**src/rtl/ahcd_pkg.sv**
```systemverilog
// Package: shared types, constants and hex decode for the ASCII hex command deframer.
`default_nettype none

package ahcd_pkg;

    // Parser phase
    typedef enum logic [1:0] {
        PH_HUNT = 2'd0,
        PH_LEN  = 2'd1,
        PH_BODY = 2'd2,
        PH_CHK  = 2'd3
    } phase_t;

    // Result kind carried on tuser
    typedef enum logic [1:0] {
        KIND_DATA     = 2'd0,
        KIND_CHK_OK   = 2'd1,
        KIND_BYPASS   = 2'd2,
        KIND_MISMATCH = 2'd3
    } kind_t;

    localparam int          TDATA_W        = 112;
    localparam int          CMD_BYTES      = 4;
    localparam int          MIN_LENGTH     = 8;
    localparam logic [7:0]  CHAR_X         = 8'h58;
    localparam logic [31:0] LEN_ALL_ONES   = 32'hffff_ffff;
    localparam int          APB_ADDR_W     = 2;
    localparam logic [APB_ADDR_W-1:0] REG_SOF_CHAR = 2'd0;
    localparam logic [7:0]  SOF_CHAR_RST   = 8'h23;

    // Decoded hex digit: bit 4 set means "not a hex digit"
    typedef struct packed {
        logic       bad;
        logic [3:0] val;
    } hex_t;

    function automatic hex_t hex_decode(input logic [7:0] b);
        hex_t h;
        h.bad = 1'b0;
        h.val = 4'd0;
        if (b >= 8'h30 && b <= 8'h39) begin
            h.val = 4'(b - 8'h30);
        end else if (b >= 8'h41 && b <= 8'h46) begin
            h.val = 4'(b - 8'h37);
        end else if (b >= 8'h61 && b <= 8'h66) begin
            h.val = 4'(b - 8'h57);
        end else begin
            h.bad = 1'b1;
        end
        return h;
    endfunction

endpackage

`default_nettype wire

```
**src/rtl/ascii_hex_command_deframer.sv**
```systemverilog
// Top level: byte-stream deframer for ASCII hex length/checksum command frames.
//
//  channel | dir | handshake              | payload
//  --------+-----+------------------------+--------------------------------------
//  s_*     | in  | s_tvalid / s_tready    | s_tdata[7:0] rx_byte
//  m_*     | out | m_tvalid / m_tready    | m_tuser result_kind, m_tdata packed
//  apb     | in  | psel+penable, pready=1 | sof_char at address 0
//
// One item per cycle sustained while results are taken: an input register feeds a single pass of
// hex decode, 32-bit sum and body-end compare, landing in the result register.
// m_tvalid comes from the result register, loaded as the item leaves the input register.
// The result register frees the input side: a new item is taken while the previous
// result waits, if the input register is empty or that result is being taken or absent.
// rst_n (async, active low) clears the parser and valid bits; sof_char returns to 8'h23.
`default_nettype none

module ascii_hex_command_deframer
    import ahcd_pkg::*;
#(
    parameter int LENGTH_DIGITS   = 4,
    parameter int MAX_BODY_BYTES  = 256,
    parameter int CHECKSUM_DIGITS = 4
)
(
    input  wire logic                  clk,
    input  wire logic                  rst_n,
    // input stream
    input  wire logic                  s_tvalid,
    output logic                       s_tready,
    input  wire logic [7:0]            s_tdata,   // [7:0] rx_byte
    // result stream
    output logic                       m_tvalid,
    input  wire logic                  m_tready,
    output logic [TDATA_W-1:0]         m_tdata,   // [7:0] data_byte, [15:8] data_index,
                                                  // [47:16] command_code,
                                                  // [63:48] frame_length,
                                                  // [95:64] checksum_sum,
                                                  // [111:96] checksum_received
    output logic [1:0]                 m_tuser,   // [1:0] result_kind
    // configuration
    input  wire logic                  psel,
    input  wire logic                  penable,
    input  wire logic                  pwrite,
    input  wire logic [APB_ADDR_W-1:0] paddr,
    input  wire logic [31:0]           pwdata,
    output logic [31:0]                prdata,
    output logic                       pready
);

    localparam int LEN_W = 4 * LENGTH_DIGITS;
    localparam int CHK_W = 4 * CHECKSUM_DIGITS;
    localparam int POS_W = $clog2(MAX_BODY_BYTES + 1);

    // configuration register
    logic [7:0] sof_char_reg;

    // input stage
    logic       in_valid_reg;
    logic [7:0] in_byte_reg;
    logic       proc_go;

    // parser state
    phase_t             phase_reg,     phase_next;
    logic [POS_W-1:0]   pos_reg,       pos_next;
    logic [LEN_W-1:0]   len_reg,       len_next;
    logic               len_stop_reg,  len_stop_next;
    logic [31:0]        cmd_reg,       cmd_next;
    logic [31:0]        sum_reg,       sum_next;
    logic [CHK_W-1:0]   chk_reg,       chk_next;
    logic               chk_stop_reg,  chk_stop_next;
    logic               all_x_reg,     all_x_next;

    // result of the current pass
    logic               res_valid;
    kind_t              res_kind;
    logic [7:0]         res_byte;
    logic [7:0]         res_index;
    logic [15:0]        res_rcv;

    // result register
    logic               out_valid_reg;
    kind_t              out_kind_reg;
    logic [7:0]         out_byte_reg;
    logic [7:0]         out_index_reg;
    logic [31:0]        out_cmd_reg;
    logic [15:0]        out_len_reg;
    logic [31:0]        out_sum_reg;
    logic [15:0]        out_rcv_reg;

    hex_t               hx;
    logic [POS_W-1:0]   pos_inc;
    logic               body_end;

    // APB: zero wait states, one register
    assign pready = 1'b1;
    assign prdata = (paddr == REG_SOF_CHAR) ? {24'd0, sof_char_reg} : 32'd0;

    always_ff @(posedge clk or negedge rst_n)
    begin
        if (!rst_n) begin
            sof_char_reg <= SOF_CHAR_RST;
        end else if (psel && penable && pwrite && pready && paddr == REG_SOF_CHAR) begin
            sof_char_reg <= pwdata[7:0];
        end
    end

    // input register handshake
    assign proc_go  = in_valid_reg && (!out_valid_reg || m_tready);
    assign s_tready = !in_valid_reg || proc_go;

    always_ff @(posedge clk or negedge rst_n)
    begin
        if (!rst_n) begin
            in_valid_reg <= 1'b0;
        end else if (s_tvalid && s_tready) begin
            in_valid_reg <= 1'b1;
        end else if (proc_go) begin
            in_valid_reg <= 1'b0;
        end
    end

    always_ff @(posedge clk)
    begin
        if (s_tvalid && s_tready) begin
            in_byte_reg <= s_tdata;
        end
    end

    // shared decode terms
    assign hx       = hex_decode(in_byte_reg);
    assign pos_inc  = pos_reg + POS_W'(1);
    assign body_end = (32'(pos_inc) == (32'(len_reg) - 32'(CMD_BYTES)))
                   || (pos_inc >= POS_W'(MAX_BODY_BYTES));

    // next state
    always_comb
    begin
        phase_next    = phase_reg;
        pos_next      = pos_reg;
        len_next      = len_reg;
        len_stop_next = len_stop_reg;
        cmd_next      = cmd_reg;
        sum_next      = sum_reg;
        chk_next      = chk_reg;
        chk_stop_next = chk_stop_reg;
        all_x_next    = all_x_reg;
        case (phase_reg)
            PH_HUNT:
            begin
                if (in_byte_reg == sof_char_reg) begin
                    phase_next    = PH_LEN;
                    pos_next      = '0;
                    len_next      = '0;
                    len_stop_next = 1'b0;
                    cmd_next      = '0;
                    sum_next      = '0;
                    chk_next      = '0;
                    chk_stop_next = 1'b0;
                    all_x_next    = 1'b1;
                end
            end
            PH_LEN:
            begin
                sum_next = sum_reg + 32'(in_byte_reg);
                if (hx.bad) begin
                    len_stop_next = 1'b1;
                end else if (!len_stop_reg) begin
                    len_next = (len_reg << 4) | LEN_W'(hx.val);
                end
                pos_next = pos_inc;
                if (pos_inc >= POS_W'(LENGTH_DIGITS)) begin
                    pos_next = '0;
                    if (len_next < LEN_W'(MIN_LENGTH) || 32'(len_next) == LEN_ALL_ONES) begin
                        phase_next = PH_HUNT;
                    end else begin
                        phase_next = PH_BODY;
                    end
                end
            end
            PH_BODY:
            begin
                sum_next = sum_reg + 32'(in_byte_reg);
                if (pos_reg < POS_W'(CMD_BYTES)) begin
                    cmd_next = {cmd_reg[23:0], in_byte_reg};
                end
                pos_next = pos_inc;
                if (body_end) begin
                    phase_next = PH_CHK;
                    pos_next   = '0;
                end
            end
            PH_CHK:
            begin
                if (in_byte_reg != CHAR_X) begin
                    all_x_next = 1'b0;
                end
                if (hx.bad) begin
                    chk_stop_next = 1'b1;
                end else if (!chk_stop_reg) begin
                    chk_next = (chk_reg << 4) | CHK_W'(hx.val);
                end
                pos_next = pos_inc;
                if (pos_inc >= POS_W'(CHECKSUM_DIGITS)) begin
                    phase_next = PH_HUNT;
                    pos_next   = '0;
                end
            end
            default:
            begin
                phase_next = PH_HUNT;
            end
        endcase
    end

    // result of this pass
    always_comb
    begin
        res_valid = 1'b0;
        res_kind  = KIND_DATA;
        res_byte  = 8'd0;
        res_index = 8'd0;
        res_rcv   = 16'd0;
        case (phase_reg)
            PH_BODY:
            begin
                if (pos_reg >= POS_W'(CMD_BYTES)) begin
                    res_valid = 1'b1;
                    res_byte  = in_byte_reg;
                    res_index = 8'(pos_reg - POS_W'(CMD_BYTES));
                end
            end
            PH_CHK:
            begin
                if (pos_inc >= POS_W'(CHECKSUM_DIGITS)) begin
                    res_valid = 1'b1;
                    res_rcv   = 16'(chk_next);
                    if (all_x_next) begin
                        res_kind = KIND_BYPASS;
                    end else if (sum_reg == 32'(chk_next)) begin
                        res_kind = KIND_CHK_OK;
                    end else begin
                        res_kind = KIND_MISMATCH;
                    end
                end
            end
            default:
            begin
                res_valid = 1'b0;
            end
        endcase
    end

    // parser state registers
    always_ff @(posedge clk or negedge rst_n)
    begin
        if (!rst_n) begin
            phase_reg    <= PH_HUNT;
            pos_reg      <= '0;
            len_reg      <= '0;
            len_stop_reg <= 1'b0;
            cmd_reg      <= '0;
            sum_reg      <= '0;
            chk_reg      <= '0;
            chk_stop_reg <= 1'b0;
            all_x_reg    <= 1'b1;
        end else if (proc_go) begin
            phase_reg    <= phase_next;
            pos_reg      <= pos_next;
            len_reg      <= len_next;
            len_stop_reg <= len_stop_next;
            cmd_reg      <= cmd_next;
            sum_reg      <= sum_next;
            chk_reg      <= chk_next;
            chk_stop_reg <= chk_stop_next;
            all_x_reg    <= all_x_next;
        end
    end

    // result register
    always_ff @(posedge clk or negedge rst_n)
    begin
        if (!rst_n) begin
            out_valid_reg <= 1'b0;
        end else if (proc_go) begin
            out_valid_reg <= res_valid;
        end else if (m_tready) begin
            out_valid_reg <= 1'b0;
        end
    end

    always_ff @(posedge clk)
    begin
        if (proc_go && res_valid) begin
            out_kind_reg  <= res_kind;
            out_byte_reg  <= res_byte;
            out_index_reg <= res_index;
            out_cmd_reg   <= cmd_next;
            out_len_reg   <= 16'(len_next);
            out_sum_reg   <= sum_next;
            out_rcv_reg   <= res_rcv;
        end
    end

    assign m_tvalid = out_valid_reg;
    assign m_tuser  = out_kind_reg;
    assign m_tdata  = {out_rcv_reg, out_sum_reg, out_len_reg, out_cmd_reg,
                       out_index_reg, out_byte_reg};

    // field counters stay inside their field
    a_len_pos: assert property (@(posedge clk) disable iff (!rst_n)
        phase_reg == PH_LEN |-> pos_reg < POS_W'(LENGTH_DIGITS))
        else $error("length digit position out of range");

    a_chk_pos: assert property (@(posedge clk) disable iff (!rst_n)
        phase_reg == PH_CHK |-> pos_reg < POS_W'(CHECKSUM_DIGITS))
        else $error("checksum digit position out of range");

    a_body_len: assert property (@(posedge clk) disable iff (!rst_n)
        phase_reg == PH_BODY |-> (len_reg >= LEN_W'(MIN_LENGTH)
                                  && pos_reg < POS_W'(MAX_BODY_BYTES)))
        else $error("body entered with short length or past the cap");

    // results only come from body data or the checksum close
    a_res_src: assert property (@(posedge clk) disable iff (!rst_n)
        res_valid |-> (phase_reg == PH_BODY || phase_reg == PH_CHK))
        else $error("result raised outside body or checksum phase");

    // a waiting result is not overwritten while stalled
    a_no_drop: assert property (@(posedge clk) disable iff (!rst_n)
        out_valid_reg && !m_tready |-> !proc_go)
        else $error("parser advanced over a stalled result");

endmodule

`default_nettype wire

```
**config.mk**
```make
export PLATFORM = sky130hd
export DESIGN_NAME = ascii_hex_command_deframer
export DESIGN_NICKNAME = d
export VERILOG_FILES = /design/src/rtl/ahcd_pkg.sv /design/src/rtl/ascii_hex_command_deframer.sv
export SDC_FILE = /design/constraint.sdc
export NUM_CORES = 1
export LEC_CHECK = 0
export ABC_AREA = 1
export CAP_MARGIN = 10
export CORE_MARGIN = 2
export CORE_UTILIZATION = 40
export CTS_CLUSTER_SIZE = 30
export DETAILED_ROUTE_END_ITERATION = 10
export DONT_BUFFER_PORTS = 1
export GPL_ROUTABILITY_DRIVEN = 0
export GPL_TIMING_DRIVEN = 0
export REMOVE_ABC_BUFFERS = 1
export SETUP_SLACK_MARGIN = 0.2
export SKIP_LAST_GASP = 1
export SLEW_MARGIN = 30
export SYNTH_ARGS = -nofsm -noshare
export SYNTH_HDL_FRONTEND = slang
export SYNTH_SLANG_ARGS = --single-unit
```
**constraint.sdc**
```tcl
create_clock -name clk -period 8.6 [get_ports clk]
set_input_delay 2.15 -clock clk [delete_from_list [all_inputs] [get_ports clk]]
set_output_delay 2.15 -clock clk [all_outputs]
set_load 0.01 [all_outputs]
```
**After elaboration in Yosys (flattened, before gate mapping)**

Cells that the tools add are included.
Widths: inputs -> output; s select.

- Memory bits (writable): 0
- Bits in registers: 242
- Latch bits: 0
- Input bits: 49
- Bits in read-only memories: 0
- Memories kept: 0

- $lt $le $gt $ge: 11
- Eq/ne operators: 13
- Bitwise logic cells: 4
- Shift-type cells: 0
- Add/sub/neg operators: 7
- Reduce and logical (&&, ||, !) cells: 29
- Multipliers: 0
- Multiplexer cells: 47
- Divide/modulo/power cells: 0

Operators with widths:

| cell | count |
|---|---|
| $pmux 32 s2 | 2 |
| $mux 16 | 7 |
| $mux 32 | 3 |
| $pmux 16 s2 | 2 |
| $add 32x8->32 | 1 |
| $eq 32x16->1 | 1 |
| $eq 9x32->1 | 1 |
| $or 16x4->16 | 2 |
| $mux 9 | 3 |
| $pmux 9 s3 | 1 |
| $ge 9x3->1 const B | 2 |
| $sub 16x3->17 const B | 1 |
| $ge 8x7->1 const B | 2 |
| $le 8x7->1 const B | 2 |
| $lt 16x4->1 const B | 1 |
| $mux 2 | 7 |
| $mux 1 | 13 |
| $mux 4 | 3 |
| $ne 2x2->1 const B | 6 |
| $add 9x1->9 const B | 1 |
| $ge 9x9->1 const B | 1 |
| $logic_and 1x1->1 | 9 |
| $lt 9x3->1 const B | 1 |
| $eq 8x8->1 | 1 |
| other kinds (21) | 38 |

**Logic depth before layout (Yosys ltp)**

- Word-level depth: 13
- Gate-level depth with buffers: 20

**Worst setup path after synthesis**

No wires, ideal clock.

- Path type: input to register
- Start point: input m_tready
- End point: register out_kind_reg[0], in the netlist m_tuser[0] (enable)
- Path slack: 2.872 ns
- Path buffers: 2
- Stages: 6
- Setup time: 0.467 ns
- Arrival: 5.261 ns
- Path through: inv_1 > a21oi_1 > clkbuf_1 > buf_1 > o21ai_0 > inv_1

- Longest elaborated chain between the ends: 3

RTL lines:

| item | line | text |
|---|---|---|
| start, declared | ascii_hex_command_deframer.sv:33 | `input wire logic m_tready,` |
| $logic_or 1x1->1 | ascii_hex_command_deframer.sv:108 | `assign proc_go = in_valid_reg && (!out_valid_reg \|\| m_tready);` |
| $logic_and 1x1->1 | ascii_hex_command_deframer.sv:108 |  |
| $logic_and 1x1->1 | ascii_hex_command_deframer.sv:293 | `if (proc_go && res_valid) begin` |
| end signal, assigned | ascii_hex_command_deframer.sv:294 | `out_kind_reg <= res_kind;` |
| end, declared | ascii_hex_command_deframer.sv:82 | `kind_t out_kind_reg;` |

Every way passes these cells.
A chain may end at the register's enable or synchronous reset.

**Worst setup path after layout**

- Start point: input paddr[1]
- End point: output prdata[4]

- Longest elaborated chain between the ends: 2

RTL lines:

| item | line | text |
|---|---|---|
| start, declared | ascii_hex_command_deframer.sv:44 | `input wire logic [APB_ADDR_W-1:0] paddr,` |
| $logic_not 2->1 | ascii_hex_command_deframer.sv:96 | `assign prdata = (paddr == REG_SOF_CHAR) ? {24'd0, sof_char_reg} : 32'd0;` |
| $mux 8 | ascii_hex_command_deframer.sv:96 |  |
| end, declared | ascii_hex_command_deframer.sv:46 | `output logic [31:0] prdata,` |

Every way passes these cells.

==> flow_metrics.env <==
export IMPL_tns_ns=0
export IMPL_ys_types=50
export IMPL_die_height_um=182
export IMPL_maxCapViolations=0
export IMPL_post_cts_buffers=0
export IMPL_synth_top_area_cell="edfxtp_1"
export IMPL_crit_start="paddr[1]"
export IMPL_cts_resized=0
export IMPL_rows=65
export IMPL_grt_max_degree=121
export IMPL_arrival_ns=2.60
export IMPL_track_usage=0.193
export IMPL_grt_pass1_vias=8959
export IMPL_leakage_nw=5.94
export IMPL_cts_hold_buf=0
export IMPL_synthMuxAreaShare=0
export IMPL_clk_pin_slew_worst_paths_ns=0.06
export IMPL_grt_ovfl_total=0
export IMPL_setup_slack_ns=3.85
export IMPL_rsz0062_at_grt="no"
export IMPL_vias=9731
export IMPL_ys_seq_area_frac=0.527
export IMPL_yosys_area_top_type_share=0.289
export IMPL_synthXorXnorAreaFrac=0.0159
export IMPL_antenna_left=0
export IMPL_r2r_slack_ns=4.37
export IMPL_cts_tree="built"
export IMPL_num_antenna_cells=0
export IMPL_start_util=0.403
export IMPL_p_total_w=0.00421
export IMPL_syn_area_per_cell_um2=8.79
export IMPL_clockBufferDepth=3
export IMPL_dpl_worst_slack_ns=3.56
export IMPL_period_share=0.552
export IMPL_synth_top_family_by_area="simple AND/OR/NAND/NOR gates"
export IMPL_fmax_ghz=0.211
export IMPL_rr_endpoint="m_tuser[1]"
export IMPL_drive_above_1_share=0.0954
export IMPL_cts_sink_count=242
export IMPL_dp_hpwl_um=22100
export IMPL_hold_viol_final=0
export IMPL_fp_dieW_um=182
export IMPL_syn_inst=1441
export IMPL_hold_class="flip-flop to flip-flop"
export IMPL_status="completed"
export IMPL_critical_path_class="input pin to output port"
export IMPL_ys_seq_elements=242
export IMPL_worst_path_max_fanout=8
export IMPL_drt_iter0_markers=671
export IMPL_reg2reg_from="phase_reg[0]"
export IMPL_multi_input_area_mm2=0.00495
export IMPL_required_ns=6.45
export IMPL_wirelength_um=32300
export IMPL_nets=1497
export IMPL_cts_root_buf="clkbuf_16"
export IMPL_synth_fa_ha_area_frac=0.0233
export IMPL_pin_count=198
export IMPL_fin_skew_ns=0.0321
export IMPL_hold_ws_ns=0.510
export IMPL_die_area_mm2=0.0331
export IMPL_worst_slew_pin_slew_ns=0.954
export IMPL_fin_crit_ns=4.75
export IMPL_drtPass1Iterations=5
export IMPL_grt_pass1_wl_um=50900
export IMPL_start_kind="input pin"
export IMPL_core_mm2=0.0314
export IMPL_synth_area_mm2=0.0127
export IMPL_via_per_inst=5.26
export IMPL_holdPathStages=2
export IMPL_ys_warn_count=0
export IMPL_clock_latency_ns=0.57
export IMPL_power_density_mw_per_mm2=299
export IMPL_antenna_found_initial=0
export IMPL_setup_viol=0
export IMPL_ir_drop_mv=0.167
export IMPL_numCtsBuffers=28
export IMPL_crit_end="prdata[4]"
export IMPL_drcViolationCount=0
export IMPL_synth_area_leaders="edfxtp_1 (29%), dfrtp_1 (23%), nand2_1 (10%), o21ai_0 (5.8%), inv_1 (5.1%)"
export IMPL_synth_compound_area_frac=0.133
export IMPL_drv_slew=0
export IMPL_cp_end_kind="output port"
export IMPL_rr_worst_depth=14
export IMPL_relSlewSlack=0.359
export IMPL_io_buffer_count=0
export IMPL_seq_area_mm2=0.00667
export IMPL_final_core_util=0.448
export IMPL_synthSimpleGateAreaFrac=0.210
export IMPL_areaGrowthSynthToFinish_pct=11.0
export IMPL_htreeDepth=1
export IMPL_wl_per_cell_um=17.5
export IMPL_nFillCells=3002
==> cell families (layout without fill, tap and decap cells) <==
| group | Yosys count | count (layout) |
|---|---|---|
| and+or+nand+nor | 610 | 610 |
| AOI/OAI and AO/OA | 282 | 282 |
| buffers and inverters | 259 | 242 |
| DFF | 242 | 242 |
| adders and majority gates | 23 | 23 |
| xor gates and xnor gates | 23 | 23 |
| other | 2 | 25 |
==> power breakdown <==
group          internal, W  total (W)  switching (W)
registers          0.00140    0.00151       0.000102
clock network     0.000852    0.00136       0.000506
logic             0.000426    0.00134       0.000916
==> worst max-delay path: stages <==
cell and delay [ns]:
nor2_1 0.11, inv_1 0.13, nor2_1 0.21
==> cell type report <==
type                    count  area share
clock buffers              31      0.0514
inverters                 183      0.0494
flip-flops and latches    242       0.475
well taps                 402      0.0358
multi-input cells         963       0.353
clock inverters            21      0.0248
repair buffers              7      0.0114
==> through the flow <==
stage	instance area, um2	instances
finish	14100	1849
global route	14100	1849
CTS	14100	1849
detailed placement	13000	1797
global placement	12800	1790
floorplan	12300	1388
==> cell usage in the layout (no fill, tap or decap), drive strengths merged, types with 3 or more instances in the layout <==
cell type  instances
nand2            359
edfxtp           122
and2               4
clkinv            10
conb              25
xor2              17
nand4             23
nor4               5
inv              184
a21oi             42
o22ai             63
dfstp              4
nor2             108
dfrtp            116
o211ai             8
o21ai            155
ha                22
nor3              18
nand3             80
xnor2              6
clkbuf            31
bufinv             8
or2               11
buf                7
o32ai              5
a31oi              3
==> cell usage after synthesis, drive strengths merged <==
master,n
buf,52
and2,4
o21ai,155
nor2,108
a32oi,1
a31oi,3
nand2,359
nor3,18
inv,183
nand4,23
dfstp,4
o32ai,5
and3,1
clkbuf,24
o22ai,63
or2,11
dfrtp,116
o21bai,1
ha,22
nand3,80
a21oi,42
nand3b,1
o21a,2
fa,1
xnor2,6
edfxtp,122
nor4,5
a21boi,2
xor2,17
o211ai,8
conb,2
==> how the worst min path moves through the flow <==
stage           startpoint          end  slack (ns)
6_report       sum_reg[31]  sum_reg[31]        0.51
5_1_grt          all_x_reg    all_x_reg        0.54
4_1_cts        sum_reg[31]  sum_reg[31]        0.51
3_5_place_dp   sum_reg[31]  sum_reg[31]        0.49
3_3_place_gp     all_x_reg    all_x_reg        0.49
2_1_floorplan  chk_reg[10]  chk_reg[10]        0.47
==> routing by layer <==
metal,routed length [um],share of wire,GRT usage
met1,15000,0.46,0.283
met2,14500,0.45,0.296
met3,2080,0.064,0.0341
met4,714,0.022,0.0513
met5,0,0,0
Note: power is estimated with default switching activity, not from simulation.
